===== config.mk =====
export PLATFORM = sky130hd
export DESIGN_NAME = xa_adpcm_byte_decoder
export DESIGN_NICKNAME = d
export VERILOG_FILES = /design/src/rtl/xadpcm_pkg.sv /design/src/rtl/xadpcm_front.sv /design/src/rtl/xadpcm_queue.sv /design/src/rtl/xadpcm_back.sv /design/src/rtl/xa_adpcm_byte_decoder.sv
export SDC_FILE = /design/constraint.sdc
export NUM_CORES = 1
export LEC_CHECK = 0
export BUFFER_PORTS_ARGS = -buffer_cell sky130_fd_sc_hd__buf_2
export CORE_MARGIN = 3
export CORE_UTILIZATION = 57
export DETAILED_ROUTE_END_ITERATION = 12
export PLACE_DENSITY_LB_ADDON = 0.25
export SLEW_MARGIN = 20
export SYNTH_ARGS = -nofsm -noshare
export SYNTH_HDL_FRONTEND = slang
export SYNTH_SLANG_ARGS = --single-unit
export TNS_END_PERCENT = 1

===== constraint.sdc =====
create_clock -name clk -period 6.5 [get_ports clk]
set_input_delay 0.65 -clock clk [delete_from_list [all_inputs] [get_ports clk]]
set_output_delay 0.65 -clock clk [all_outputs]
set_load 0.005 [all_outputs]

===== src/rtl/xadpcm_pkg.sv =====
// shared types, constants and helpers for the xa adpcm byte decoder
package xadpcm_pkg;

    localparam int DATA_W     = 8;
    localparam int PARAM_W    = 8;
    localparam int COEF_W     = 8;
    localparam int SAMPLE_W   = 16;
    localparam int SHIFT_W    = 4;
    localparam int FILT_W     = 2;
    localparam int NUM_FILT   = 4;
    localparam int CFG_IDX_W  = 3;
    localparam int IN_DATA_W  = DATA_W + PARAM_W;
    localparam int IN_USER_W  = 2;
    localparam int OUT_DATA_W = 2 * SAMPLE_W;
    localparam int PROD_W     = SAMPLE_W + COEF_W;
    localparam int COEF_FRAC  = 6;
    localparam int TERM_W     = PROD_W - COEF_FRAC;
    localparam int ACC_W      = TERM_W + 1;
    localparam int SUM_W      = ACC_W + 1;
    localparam int Q_DEPTH    = 2;
    localparam int Q_PTR_W    = $clog2(Q_DEPTH);
    localparam int Q_CNT_W    = $clog2(Q_DEPTH + 1);

    localparam logic [3:0] RANGE_MAX  = 4'd12;
    localparam logic [3:0] SHIFT_BASE = 4'd12;

    localparam logic signed [SAMPLE_W-1:0] SAMPLE_MAX = 16'sh7FFF;
    localparam logic signed [SAMPLE_W-1:0] SAMPLE_MIN = -16'sh8000;

    // user bits of the input word
    localparam int USER_SIDE    = 0;
    localparam int USER_RESTART = 1;

    localparam logic signed [COEF_W-1:0] COEF_POS_RST [NUM_FILT] =
        '{8'sd0, 8'sd60, 8'sd115, 8'sd98};
    localparam logic signed [COEF_W-1:0] COEF_NEG_RST [NUM_FILT] =
        '{8'sd0, 8'sd0, -8'sd52, -8'sd55};

    typedef struct packed {
        logic [DATA_W-1:0]  data_byte;
        logic [SHIFT_W-1:0] shift;
        logic [FILT_W-1:0]  filt;
        logic               side;
        logic               restart;
    } item_t;

    typedef struct packed {
        logic  valid;
        logic  full;
        item_t head;
    } q_status_t;

    function automatic logic [SHIFT_W-1:0] range_to_shift(input logic [3:0] range);
        logic [SHIFT_W-1:0] s;
        if (range > RANGE_MAX)
            s = '0;
        else
            s = SHIFT_BASE - range;
        return s;
    endfunction

    function automatic logic signed [SAMPLE_W-1:0] saturate(
        input logic signed [SUM_W-1:0] v);
        logic signed [SAMPLE_W-1:0] r;
        if (v > SUM_W'(SAMPLE_MAX))
            r = SAMPLE_MAX;
        else if (v < SUM_W'(SAMPLE_MIN))
            r = SAMPLE_MIN;
        else
            r = v[SAMPLE_W-1:0];
        return r;
    endfunction

endpackage


===== src/rtl/xadpcm_front.sv =====
// input side: takes words and turns the group parameter into shift and filter
module xadpcm_front (
    input  logic                           s_tvalid,
    output logic                           s_tready,
    input  logic [xadpcm_pkg::IN_DATA_W-1:0] s_tdata,
    input  logic [xadpcm_pkg::IN_USER_W-1:0] s_tuser,
    input  xadpcm_pkg::q_status_t          q_stat,
    output logic                           push,
    output xadpcm_pkg::item_t              item
);
    import xadpcm_pkg::*;

    logic [PARAM_W-1:0] group_param;

    assign group_param = s_tdata[IN_DATA_W-1:DATA_W];
    assign s_tready    = !q_stat.full;
    assign push        = s_tvalid && !q_stat.full;

    always_comb
    begin
        item.data_byte = s_tdata[DATA_W-1:0];
        item.shift     = range_to_shift(group_param[3:0]);
        item.filt      = group_param[5:4];
        item.side      = s_tuser[USER_SIDE];
        item.restart   = s_tuser[USER_RESTART];
    end

endmodule


===== src/rtl/xadpcm_queue.sv =====
// short queue between front and back
module xadpcm_queue (
    input  logic                  clk,
    input  logic                  rst_n,
    input  logic                  push,
    input  xadpcm_pkg::item_t     push_item,
    input  logic                  pop,
    output xadpcm_pkg::q_status_t q_stat
);
    import xadpcm_pkg::*;

    item_t              mem_reg [Q_DEPTH];
    logic [Q_PTR_W-1:0] wr_ptr_reg;
    logic [Q_PTR_W-1:0] wr_ptr_next;
    logic [Q_PTR_W-1:0] rd_ptr_reg;
    logic [Q_PTR_W-1:0] rd_ptr_next;
    logic [Q_CNT_W-1:0] count_reg;
    logic [Q_CNT_W-1:0] count_next;
    logic               do_push;
    logic               do_pop;

    assign do_push = push && (count_reg != Q_CNT_W'(Q_DEPTH));
    assign do_pop  = pop && (count_reg != '0);

    always_comb
    begin
        wr_ptr_next = wr_ptr_reg;
        rd_ptr_next = rd_ptr_reg;
        count_next  = count_reg;
        if (do_push)
            wr_ptr_next = (wr_ptr_reg == Q_PTR_W'(Q_DEPTH - 1)) ? '0 : wr_ptr_reg + 1'b1;
        if (do_pop)
            rd_ptr_next = (rd_ptr_reg == Q_PTR_W'(Q_DEPTH - 1)) ? '0 : rd_ptr_reg + 1'b1;
        if (do_push && !do_pop)
            count_next = count_reg + 1'b1;
        else if (do_pop && !do_push)
            count_next = count_reg - 1'b1;
    end

    always_ff @(posedge clk or negedge rst_n)
    begin
        if (!rst_n)
        begin
            wr_ptr_reg <= '0;
            rd_ptr_reg <= '0;
            count_reg  <= '0;
        end
        else
        begin
            wr_ptr_reg <= wr_ptr_next;
            rd_ptr_reg <= rd_ptr_next;
            count_reg  <= count_next;
        end
    end

    always_ff @(posedge clk)
    begin
        if (do_push)
            mem_reg[wr_ptr_reg] <= push_item;
    end

    assign q_stat.valid = (count_reg != '0);
    assign q_stat.full  = (count_reg == Q_CNT_W'(Q_DEPTH));
    assign q_stat.head  = mem_reg[rd_ptr_reg];

endmodule


===== src/rtl/xadpcm_back.sv =====
// decode sequencer: shared multiplier, predictors, coefficients, output register
module xadpcm_back (
    input  logic                              clk,
    input  logic                              rst_n,
    input  logic                              cfg_we,
    input  logic [xadpcm_pkg::CFG_IDX_W-1:0]  cfg_index,
    input  logic [xadpcm_pkg::COEF_W-1:0]     cfg_data,
    input  xadpcm_pkg::q_status_t             q_stat,
    output logic                              pop,
    output logic                              m_tvalid,
    input  logic                              m_tready,
    output logic [xadpcm_pkg::OUT_DATA_W-1:0] m_tdata
);
    import xadpcm_pkg::*;

    localparam logic [2:0] ST_M1 = 3'd0;
    localparam logic [2:0] ST_M2 = 3'd1;
    localparam logic [2:0] ST_SA = 3'd2;
    localparam logic [2:0] ST_MB = 3'd3;
    localparam logic [2:0] ST_SB = 3'd4;

    logic [2:0]                  state_reg;
    logic [2:0]                  state_next;
    item_t                       cur_reg;
    logic signed [COEF_W-1:0]    cpos_reg [NUM_FILT];
    logic signed [COEF_W-1:0]    cneg_reg [NUM_FILT];
    logic signed [SAMPLE_W-1:0]  p1_reg [2];
    logic signed [SAMPLE_W-1:0]  p2_reg [2];
    logic signed [PROD_W-1:0]    prod_reg;
    logic signed [ACC_W-1:0]     acc_reg;
    logic signed [SAMPLE_W-1:0]  samp_a_reg;
    logic                        out_valid_reg;
    logic [OUT_DATA_W-1:0]       out_data_reg;

    logic                        side_sel;
    logic [FILT_W-1:0]           filt_sel;
    logic signed [SAMPLE_W-1:0]  p1_sel;
    logic signed [SAMPLE_W-1:0]  p2_sel;
    logic signed [COEF_W-1:0]    cpos_sel;
    logic signed [COEF_W-1:0]    cneg_sel;
    logic signed [SAMPLE_W-1:0]  mul_a;
    logic signed [COEF_W-1:0]    mul_b;
    logic [3:0]                  nib;
    logic signed [SAMPLE_W-1:0]  base;
    logic signed [PROD_W-1:0]    prod_sh;
    logic signed [TERM_W-1:0]    term;
    logic signed [ACC_W-1:0]     acc_next;
    logic signed [SUM_W-1:0]     sum;
    logic signed [SAMPLE_W-1:0]  sat;
    logic                        out_load;

    assign side_sel = (state_reg == ST_M1) ? q_stat.head.side : cur_reg.side;
    assign filt_sel = (state_reg == ST_M1) ? q_stat.head.filt : cur_reg.filt;
    assign p1_sel   = p1_reg[side_sel];
    assign p2_sel   = p2_reg[side_sel];
    assign cpos_sel = cpos_reg[filt_sel];
    assign cneg_sel = cneg_reg[filt_sel];

    assign pop      = (state_reg == ST_M1) && q_stat.valid;
    assign out_load = (state_reg == ST_SB) && (!out_valid_reg || m_tready);

    // multiplier operand select
    always_comb
    begin
        unique case (state_reg)
            ST_M1:
            begin
                mul_a = q_stat.head.restart ? '0 : p1_sel;
                mul_b = cpos_sel;
            end
            ST_M2:
            begin
                mul_a = p2_sel;
                mul_b = cneg_sel;
            end
            ST_SA:
            begin
                mul_a = p1_sel;
                mul_b = cneg_sel;
            end
            ST_MB:
            begin
                mul_a = p1_sel;
                mul_b = cpos_sel;
            end
            default:
            begin
                mul_a = '0;
                mul_b = '0;
            end
        endcase
    end

    // nibble scaling and accumulation
    always_comb
    begin
        nib      = (state_reg == ST_M2) ? cur_reg.data_byte[3:0] : cur_reg.data_byte[7:4];
        base     = $signed({nib, 12'b0}) >>> cur_reg.shift;
        prod_sh  = prod_reg >>> COEF_FRAC;
        term     = prod_sh[TERM_W-1:0];
        acc_next = ACC_W'(base) + ACC_W'(term);
        sum      = SUM_W'(acc_reg) + SUM_W'(term);
        sat      = saturate(sum);
    end

    always_comb
    begin
        state_next = state_reg;
        unique case (state_reg)
            ST_M1: if (q_stat.valid) state_next = ST_M2;
            ST_M2: state_next = ST_SA;
            ST_SA: state_next = ST_MB;
            ST_MB: state_next = ST_SB;
            ST_SB: if (out_load) state_next = ST_M1;
            default: state_next = ST_M1;
        endcase
    end

    always_ff @(posedge clk or negedge rst_n)
    begin
        if (!rst_n)
        begin
            state_reg     <= ST_M1;
            out_valid_reg <= 1'b0;
            p1_reg        <= '{default: '0};
            p2_reg        <= '{default: '0};
            cpos_reg      <= COEF_POS_RST;
            cneg_reg      <= COEF_NEG_RST;
        end
        else
        begin
            state_reg <= state_next;
            if (out_load)
                out_valid_reg <= 1'b1;
            else if (m_tready)
                out_valid_reg <= 1'b0;

            if (cfg_we)
            begin
                if (cfg_index[CFG_IDX_W-1])
                    cneg_reg[cfg_index[FILT_W-1:0]] <= cfg_data;
                else
                    cpos_reg[cfg_index[FILT_W-1:0]] <= cfg_data;
            end

            if (pop && q_stat.head.restart)
            begin
                p1_reg <= '{default: '0};
                p2_reg <= '{default: '0};
            end
            else if (state_reg == ST_SA || out_load)
            begin
                p2_reg[cur_reg.side] <= p1_reg[cur_reg.side];
                p1_reg[cur_reg.side] <= sat;
            end
        end
    end

    always_ff @(posedge clk)
    begin
        if (pop)
            cur_reg <= q_stat.head;
        if (state_reg != ST_SB)
            prod_reg <= mul_a * mul_b;
        if (state_reg == ST_M2 || state_reg == ST_MB)
            acc_reg <= acc_next;
        if (state_reg == ST_SA)
            samp_a_reg <= sat;
        if (out_load)
            out_data_reg <= {sat, samp_a_reg};
    end

    assign m_tvalid = out_valid_reg;
    assign m_tdata  = out_data_reg;

endmodule


===== src/rtl/xa_adpcm_byte_decoder.sv =====
// top level of the xa adpcm byte decoder
//
//  channel | dir | handshake          | payload
//  s_      | in  | s_tvalid/s_tready  | tdata: data_byte, group_param; tuser: side, restart
//  m_      | out | m_tvalid/m_tready  | tdata: sample_first, sample_second
//  cfg_    | in  | cfg_we             | cfg_index, cfg_data (coefficient write)
//
// in the decode sequencer a byte makes four passes through the one
// shared 16x8 multiplier plus a final saturate, the two nibbles being dependent
// a two-word queue lets the input take words while the sequencer works
// the output register lets the next byte decode while a result waits
// reset clears predictors, queue and output valid and loads default coefficients
module xa_adpcm_byte_decoder (
    input  logic                              clk,
    input  logic                              rst_n,
    input  logic                              s_tvalid,
    output logic                              s_tready,
    input  logic [xadpcm_pkg::IN_DATA_W-1:0]  s_tdata,   // data_byte, group_param
    input  logic [xadpcm_pkg::IN_USER_W-1:0]  s_tuser,   // side, restart
    output logic                              m_tvalid,
    input  logic                              m_tready,
    output logic [xadpcm_pkg::OUT_DATA_W-1:0] m_tdata,   // sample_first, sample_second
    input  logic                              cfg_we,
    input  logic [xadpcm_pkg::CFG_IDX_W-1:0]  cfg_index,
    input  logic [xadpcm_pkg::COEF_W-1:0]     cfg_data
);
    import xadpcm_pkg::*;

    q_status_t q_stat;
    item_t     push_item;
    logic      push;
    logic      pop;

    xadpcm_front u_front (
        .s_tvalid (s_tvalid),
        .s_tready (s_tready),
        .s_tdata  (s_tdata),
        .s_tuser  (s_tuser),
        .q_stat   (q_stat),
        .push     (push),
        .item     (push_item)
    );

    xadpcm_queue u_queue (
        .clk       (clk),
        .rst_n     (rst_n),
        .push      (push),
        .push_item (push_item),
        .pop       (pop),
        .q_stat    (q_stat)
    );

    xadpcm_back u_back (
        .clk       (clk),
        .rst_n     (rst_n),
        .cfg_we    (cfg_we),
        .cfg_index (cfg_index),
        .cfg_data  (cfg_data),
        .q_stat    (q_stat),
        .pop       (pop),
        .m_tvalid  (m_tvalid),
        .m_tready  (m_tready),
        .m_tdata   (m_tdata)
    );

endmodule


## After elaboration in Yosys (flattened, before gate mapping)

Memories as Yosys holds them, arrays and structs flattened.
Index checks and enable logic that the tools add are counted.

- Register bits: 242
- Bits in writable memories: 32
- Bits of input ports: 34
- Memories: 1
- Logic and storage cells: 133
- Output and inout port bits: 34

Memory list:

| memory | depth | width | read ports | clocked after Yosys merged registers in | write ports | line | RTL |
|---|---|---|---|---|---|---|---|
| u_queue.mem_reg | 2 | 16 | 1 | 0 | 1 | xadpcm_queue.sv:12 | `item_t mem_reg [Q_DEPTH];` |

- Bitwise operators: 5
- Mux-type cells: 47
- Equality and inequality tests: 9
- Shifts and indexed selects: 1
- Reduce and logical (&&, ||, !) cells: 28
- Magnitude comparators: 9
- Multiply operators: 1
- $add $sub $neg: 7

Operators with widths:

| cell | count |
|---|---|
| $mux W16 | 13 |
| $bwmux W32 | 4 |
| $mux W32 | 4 |
| $pmux W16 S3 | 1 |
| $mux W8 | 5 |
| $bmux W8 S2 | 2 |
| $mul A16 B8 Y24 | 1 |
| $add A19 B18 Y20 | 1 |
| $gt A20 B16 Y1 const B | 1 |
| $lt A20 B16 Y1 const B | 1 |
| $add A16 B18 Y19 | 1 |
| $demux W16 S1 | 1 |
| $demux W8 S2 | 1 |
| $pmux W8 S2 | 1 |
| $sshr A16 B4 Y16 | 1 |
| $pmux W3 S5 | 1 |
| $logic_and A1 B1 Y1 | 10 |
| $mux W4 | 2 |
| $reduce_bool A2 Y1 | 4 |
| $mux W1 | 7 |
| $eq A3 B2 Y1 const B | 2 |
| $ge A3 B3 Y1 const B | 2 |
| $mux W2 | 3 |
| $mux W3 | 2 |
| 22 further kinds | 36 |

## Logic depth before layout (Yosys ltp)

- Depth after elaboration: 9
- Mapped depth: 25
- Mapped depth without buffers: 23

## Modules after synthesis

Synthesis repeated with hierarchy kept, for this count alone.

- Cells, all modules: 1,550
- Area, all modules: 17,362.9 µm²

Modules (own cells, without submodules):

| module | cells an instance | area each (µm²) | seq. area each (µm²) | instances |
|---|---|---|---|---|
| xadpcm_back | 1,456 | 15,778.9 | 6,331.1 | 1 |
| xadpcm_queue | 69 | 1,406.3 | 1,061.0 | 1 |
| xadpcm_front | 25 | 177.7 | 0.0 | 1 |

## Worst setup path after synthesis

OpenSTA, ideal clock, no wires.

- Kind: register to register
- Start: register u_back.state_reg[0]
- End: register u_back.prod_reg[23] (data pin)
- Path buffers: 3
- Setup slack: -702 ps
- Setup time: 266 ps
- Stages on the path, launching flop included: 23
- Data required time: 6,234 ps
- Clock period less this slack: 7,202 ps
- Data arrival time: 6,936 ps
- Path through: dfrtp_1 clkbuf_1 nor2b_1 nand2b_1 buf_1 clkbuf_1 o22ai_1 nand2_1 fa_1 inv_1 fa_1 fa_1 inv_1 fa_1 inv_1 ha_1 and3_1 a221oi_1 a311oi_1 a41oi_1 o21ai_0 o41ai_1 xnor2_1

- Cells in the longest elaborated chain, start to end: 9
- Elaborated cells between the ends (all ways): 27
- Classes of those cells: mul (1); eq/ne (3); mux (17); bitwise (2); reduce/logical (4)

RTL lines:

| element | line | RTL |
|---|---|---|
| from (decl) | xadpcm_back.sv:22 | `logic [2:0] state_reg;` |
| from (signal assigned) | xadpcm_back.sv:132 | `state_reg <= state_next;` |
| $logic_not A3 Y1 | xadpcm_back.sv:52, xadpcm_back.sv:53, xadpcm_back.sv:65 |  |
| $mux W1 | xadpcm_back.sv:52 | `assign side_sel = (state_reg == ST_M1) ? q_stat.head.side : cur_reg.side;` |
| $not A1 Y2 (implied by the code) | xadpcm_back.sv:54, xadpcm_back.sv:55 |  |
| $mux W16 (implied by the code) (3 in series) | xadpcm_back.sv:54 | `assign p1_sel = p1_reg[side_sel];` |
| $mux W16 | xadpcm_back.sv:68 | `mul_a = q_stat.head.restart ? '0 : p1_sel;` |
| $pmux W16 S3 | xadpcm_back.sv:65 | `unique case (state_reg)` |
| $mul A16 B8 Y24 * | xadpcm_back.sv:164 | `prod_reg <= mul_a * mul_b;` |
| to (signal assigned) | xadpcm_back.sv:164 |  |
| to (decl) | xadpcm_back.sv:29 | `logic signed [PROD_W-1:0] prod_reg;` |

Mark *: on every way between the ends. The rest lies on a longest branch, timed or not. The select of a mux whose other input is x is not followed.
A chain may end at the register's enable or synchronous reset.

## Worst setup path after layout

Same ends and word-level chain as after synthesis.

==> flow_metrics.env <==
export IMPL_grt_usage=0.240
export IMPL_crit_path_max_incr_delay_ns=0.55
export IMPL_crit_slowest_cell="fa_2"
export IMPL_synth_top_area_share=0.232
export IMPL_h_tree_depth=1
export IMPL_yosys_area_share_simple=0.106
export IMPL_path_class="reg -> reg"
export IMPL_grt_pass1_wl_mm=61.4
export IMPL_areaGrowthSynthToFinish_pct=16.1
export IMPL_setup_viol=0
export IMPL_vias_per_cell=5.77
export IMPL_die_area_um2=32100
export IMPL_layout_drive_gt1_share=0.252
export IMPL_syn_avg_cell_area_um2=11.6
export IMPL_gp_congestion=0.935
export IMPL_final_max_slew_violation_count=0
export IMPL_synth_edf_count=132
export IMPL_antenna_found_initial=0
export IMPL_yosysUniqueCellTypes=73
export IMPL_cp_start_kind="register"
export IMPL_worstMarginPinSlew_ns=1.04
export IMPL_postRouteAntennaNets=0
export IMPL_endpoint_kind="register"
export IMPL_synthXorXnorAreaFrac=0.0297
export IMPL_finalHoldViolCount=0
export IMPL_path_cells="nor3_4 > mux2i_4 > buf_6 > buf_6 > mux4_2 > nand2_2 > a21oi_4 > buf_6 > and2_4 > fa_2 > fa_1 > fa_1 > inv_1 > fa_1 > inv_2 > ha_4 > a21o_1 > a221oi_4 > a311oi_2 > a41oi_2 > buf_4 > o21ai_4 > o41ai_2 > xnor2_1"
export IMPL_synth_seq_area_share=0.432
export IMPL_detail_route_wirelength_mm=38.2
export IMPL_setup_slack_ns=0.0422
export IMPL_layout_nets=1840
export IMPL_fmax_ghz=0.155
export IMPL_cap_viol_max_count=0
export IMPL_die_h_um=179
export IMPL_status="finished, final reports clean"
export IMPL_critical_path_max_fanout=7
export IMPL_yosysWarnings=0
export IMPL_io_buffers=65
export IMPL_post_synth_fa_ha_maj_area_fraction=0.181
export IMPL_clockBufferDepth=3
export IMPL_initial_core_util=0.586
export IMPL_pre_cts_ws_ns=-0.164
export IMPL_synth_compound_area_frac=0.0967
export IMPL_skew_ns=0.0145
export IMPL_clock_root_buffer="clkbuf_16"
export IMPL_cts_tree="done"
export IMPL_synth_mux_area_frac=0.102
export IMPL_synth_top_area_cell="edfxtp_1"
export IMPL_core_area_um2=29200
export IMPL_hold_ws_ns=0.0646
export IMPL_grt_overflow_total=0
export IMPL_synth_top_family_by_area="adder cells"
export IMPL_drtIter0Drc=879
export IMPL_period_needed_ns=6.46
export IMPL_ys_flop_type="edfxtp_1"
export IMPL_clock_sinks=268
export IMPL_worstHoldPathType="in -> async"
export IMPL_drt_first_pass_iters=5
export IMPL_clkTransAtPathRegs_ns=0.07
export IMPL_synthCells=1478
export IMPL_cp_arrival_ns=6.76
export IMPL_rsz0062_at_grt="true"
export IMPL_num_io_pins=68
export IMPL_grt_max_degree=79
export IMPL_netlist_top_cells_count="inv_1, nand2_1, edfxtp_1"
export IMPL_drt_drc_violations_left=0
export IMPL_num_rows=62
export IMPL_die_w_um=179
export IMPL_synth_seq_cells=268
export IMPL_routedWlPerCell_um=18.8
export IMPL_vias=11691
export IMPL_dp_hpwl_mm=27.3
export IMPL_required_ns=6.81
export IMPL_synth_area_top_cells="edfxtp_1, dfrtp_1, fa_1, ha_1, mux2_2"
export IMPL_max_slew_margin=0.300
export IMPL_nFillCells=2147
export IMPL_grt_pass1_vias=12149
export IMPL_cts_buffers=28
export IMPL_synthesis_nets=1697
export IMPL_finalCritPeriodShare=0.994
export IMPL_synth_area_um2=17100
export IMPL_finish_utilization=0.681
export IMPL_diodes=0
export IMPL_async_reset_ff_frac=0.507
export IMPL_clk_insertion_delay_late_ns=0.56
export IMPL_yosysMostFrequentCell="inv_1"
## per-layer routing
layer / track usage / vias to the layer above / routed length (µm)
met5: 0 / - / 0
met2: 0.414 / 361 / 19100
met4: 0.0648 / 0 / 885
met1: 0.321 / 5858 / 16100
li1: - / 5408 / -
met3: 0.0322 / 64 / 2170
## cells in the final DEF, fill, tap and decap left out, types with 20 or more instances in the layout
master,n
a21oi_1,65
a221o_1,28
and2_1,81
buf_2,64
buf_4,75
clkbuf_16,28
dfrtp_1,116
dfstp_2,20
edfxtp_1,132
fa_1,101
ha_1,75
inv_1,162
mux2_2,80
mux2i_1,43
nand2_1,128
nor2_1,50
o21ai_0,32
xnor2_1,41
## stage by stage
stage,area [µm²],setup TNS (ns),instances
after detailed placement,18500,-0.340,1962
after floorplan,17200,-0.00350,1478
after global routing,19900,-0.510,2027
final,19900,0,2027
after global placement,18500,-0.230,1962
after CTS,19500,-0.00576,2015
## cells by family after synthesis
group           Yosys count
xor+xnor                 58
flops                   268
compound gates          243
fa+ha+maj               185
buf+inv                 219
simple gates            363
mux                     142
## worst max-delay path: cells and delay by family, from the launching register on
family	cells	cell delay [ns]
flops	1	0.40
mux	2	0.83
buf+inv	6	0.73
simple gates	3	0.55
fa+ha+maj	5	2.18
xor+xnor	1	0.12
compound gates	7	1.39
## path summary, 6_finish.rpt
check                                      startpoint  slack (ns)  cells past startpoint                     end
worst min register to register  u_back.samp_a_reg[15]        0.42                      0      u_back.m_tdata[15]
worst max register to register    u_back.state_reg[0]        0.04                     24     u_back.prod_reg[23]
worst min-delay path                            rst_n        0.06                      1        u_back.p1_reg[3]
min in group clk                           s_tdata[5]        0.28                      1  u_queue.mem_reg[1][13]
max in group asynchronous                       rst_n        5.03                      2      u_back.cneg_reg[4]
worst max-delay path              u_back.state_reg[0]        0.04                     24     u_back.prod_reg[23]
## final cells by class
cell class                 instances  area [µm²]  share of cell area
clock buffer                      38         788              0.0397
clock inverter                    14         166             0.00838
inverter                         171         647              0.0326
multi-input combinational        992        9220               0.464
sequential                       268        7390               0.372
tap                              384         480              0.0242
timing repair buffer             160        1160              0.0584
## timing repair
| item | CTS | global route |
|---|---|---|
| endpoints found under the setup margin | 6 | 9 |
| pin swaps | 3 | 56 |
| hold buffers | 0 | 0 |
| gates resized for setup | 6 | 71 |
| gates cloned | 0 | 2 |
| setup buffers | 1 | 11 |
Power is not shown: default switching activity piles up to over one toggle a cycle in this logic, so the estimate is an artifact.
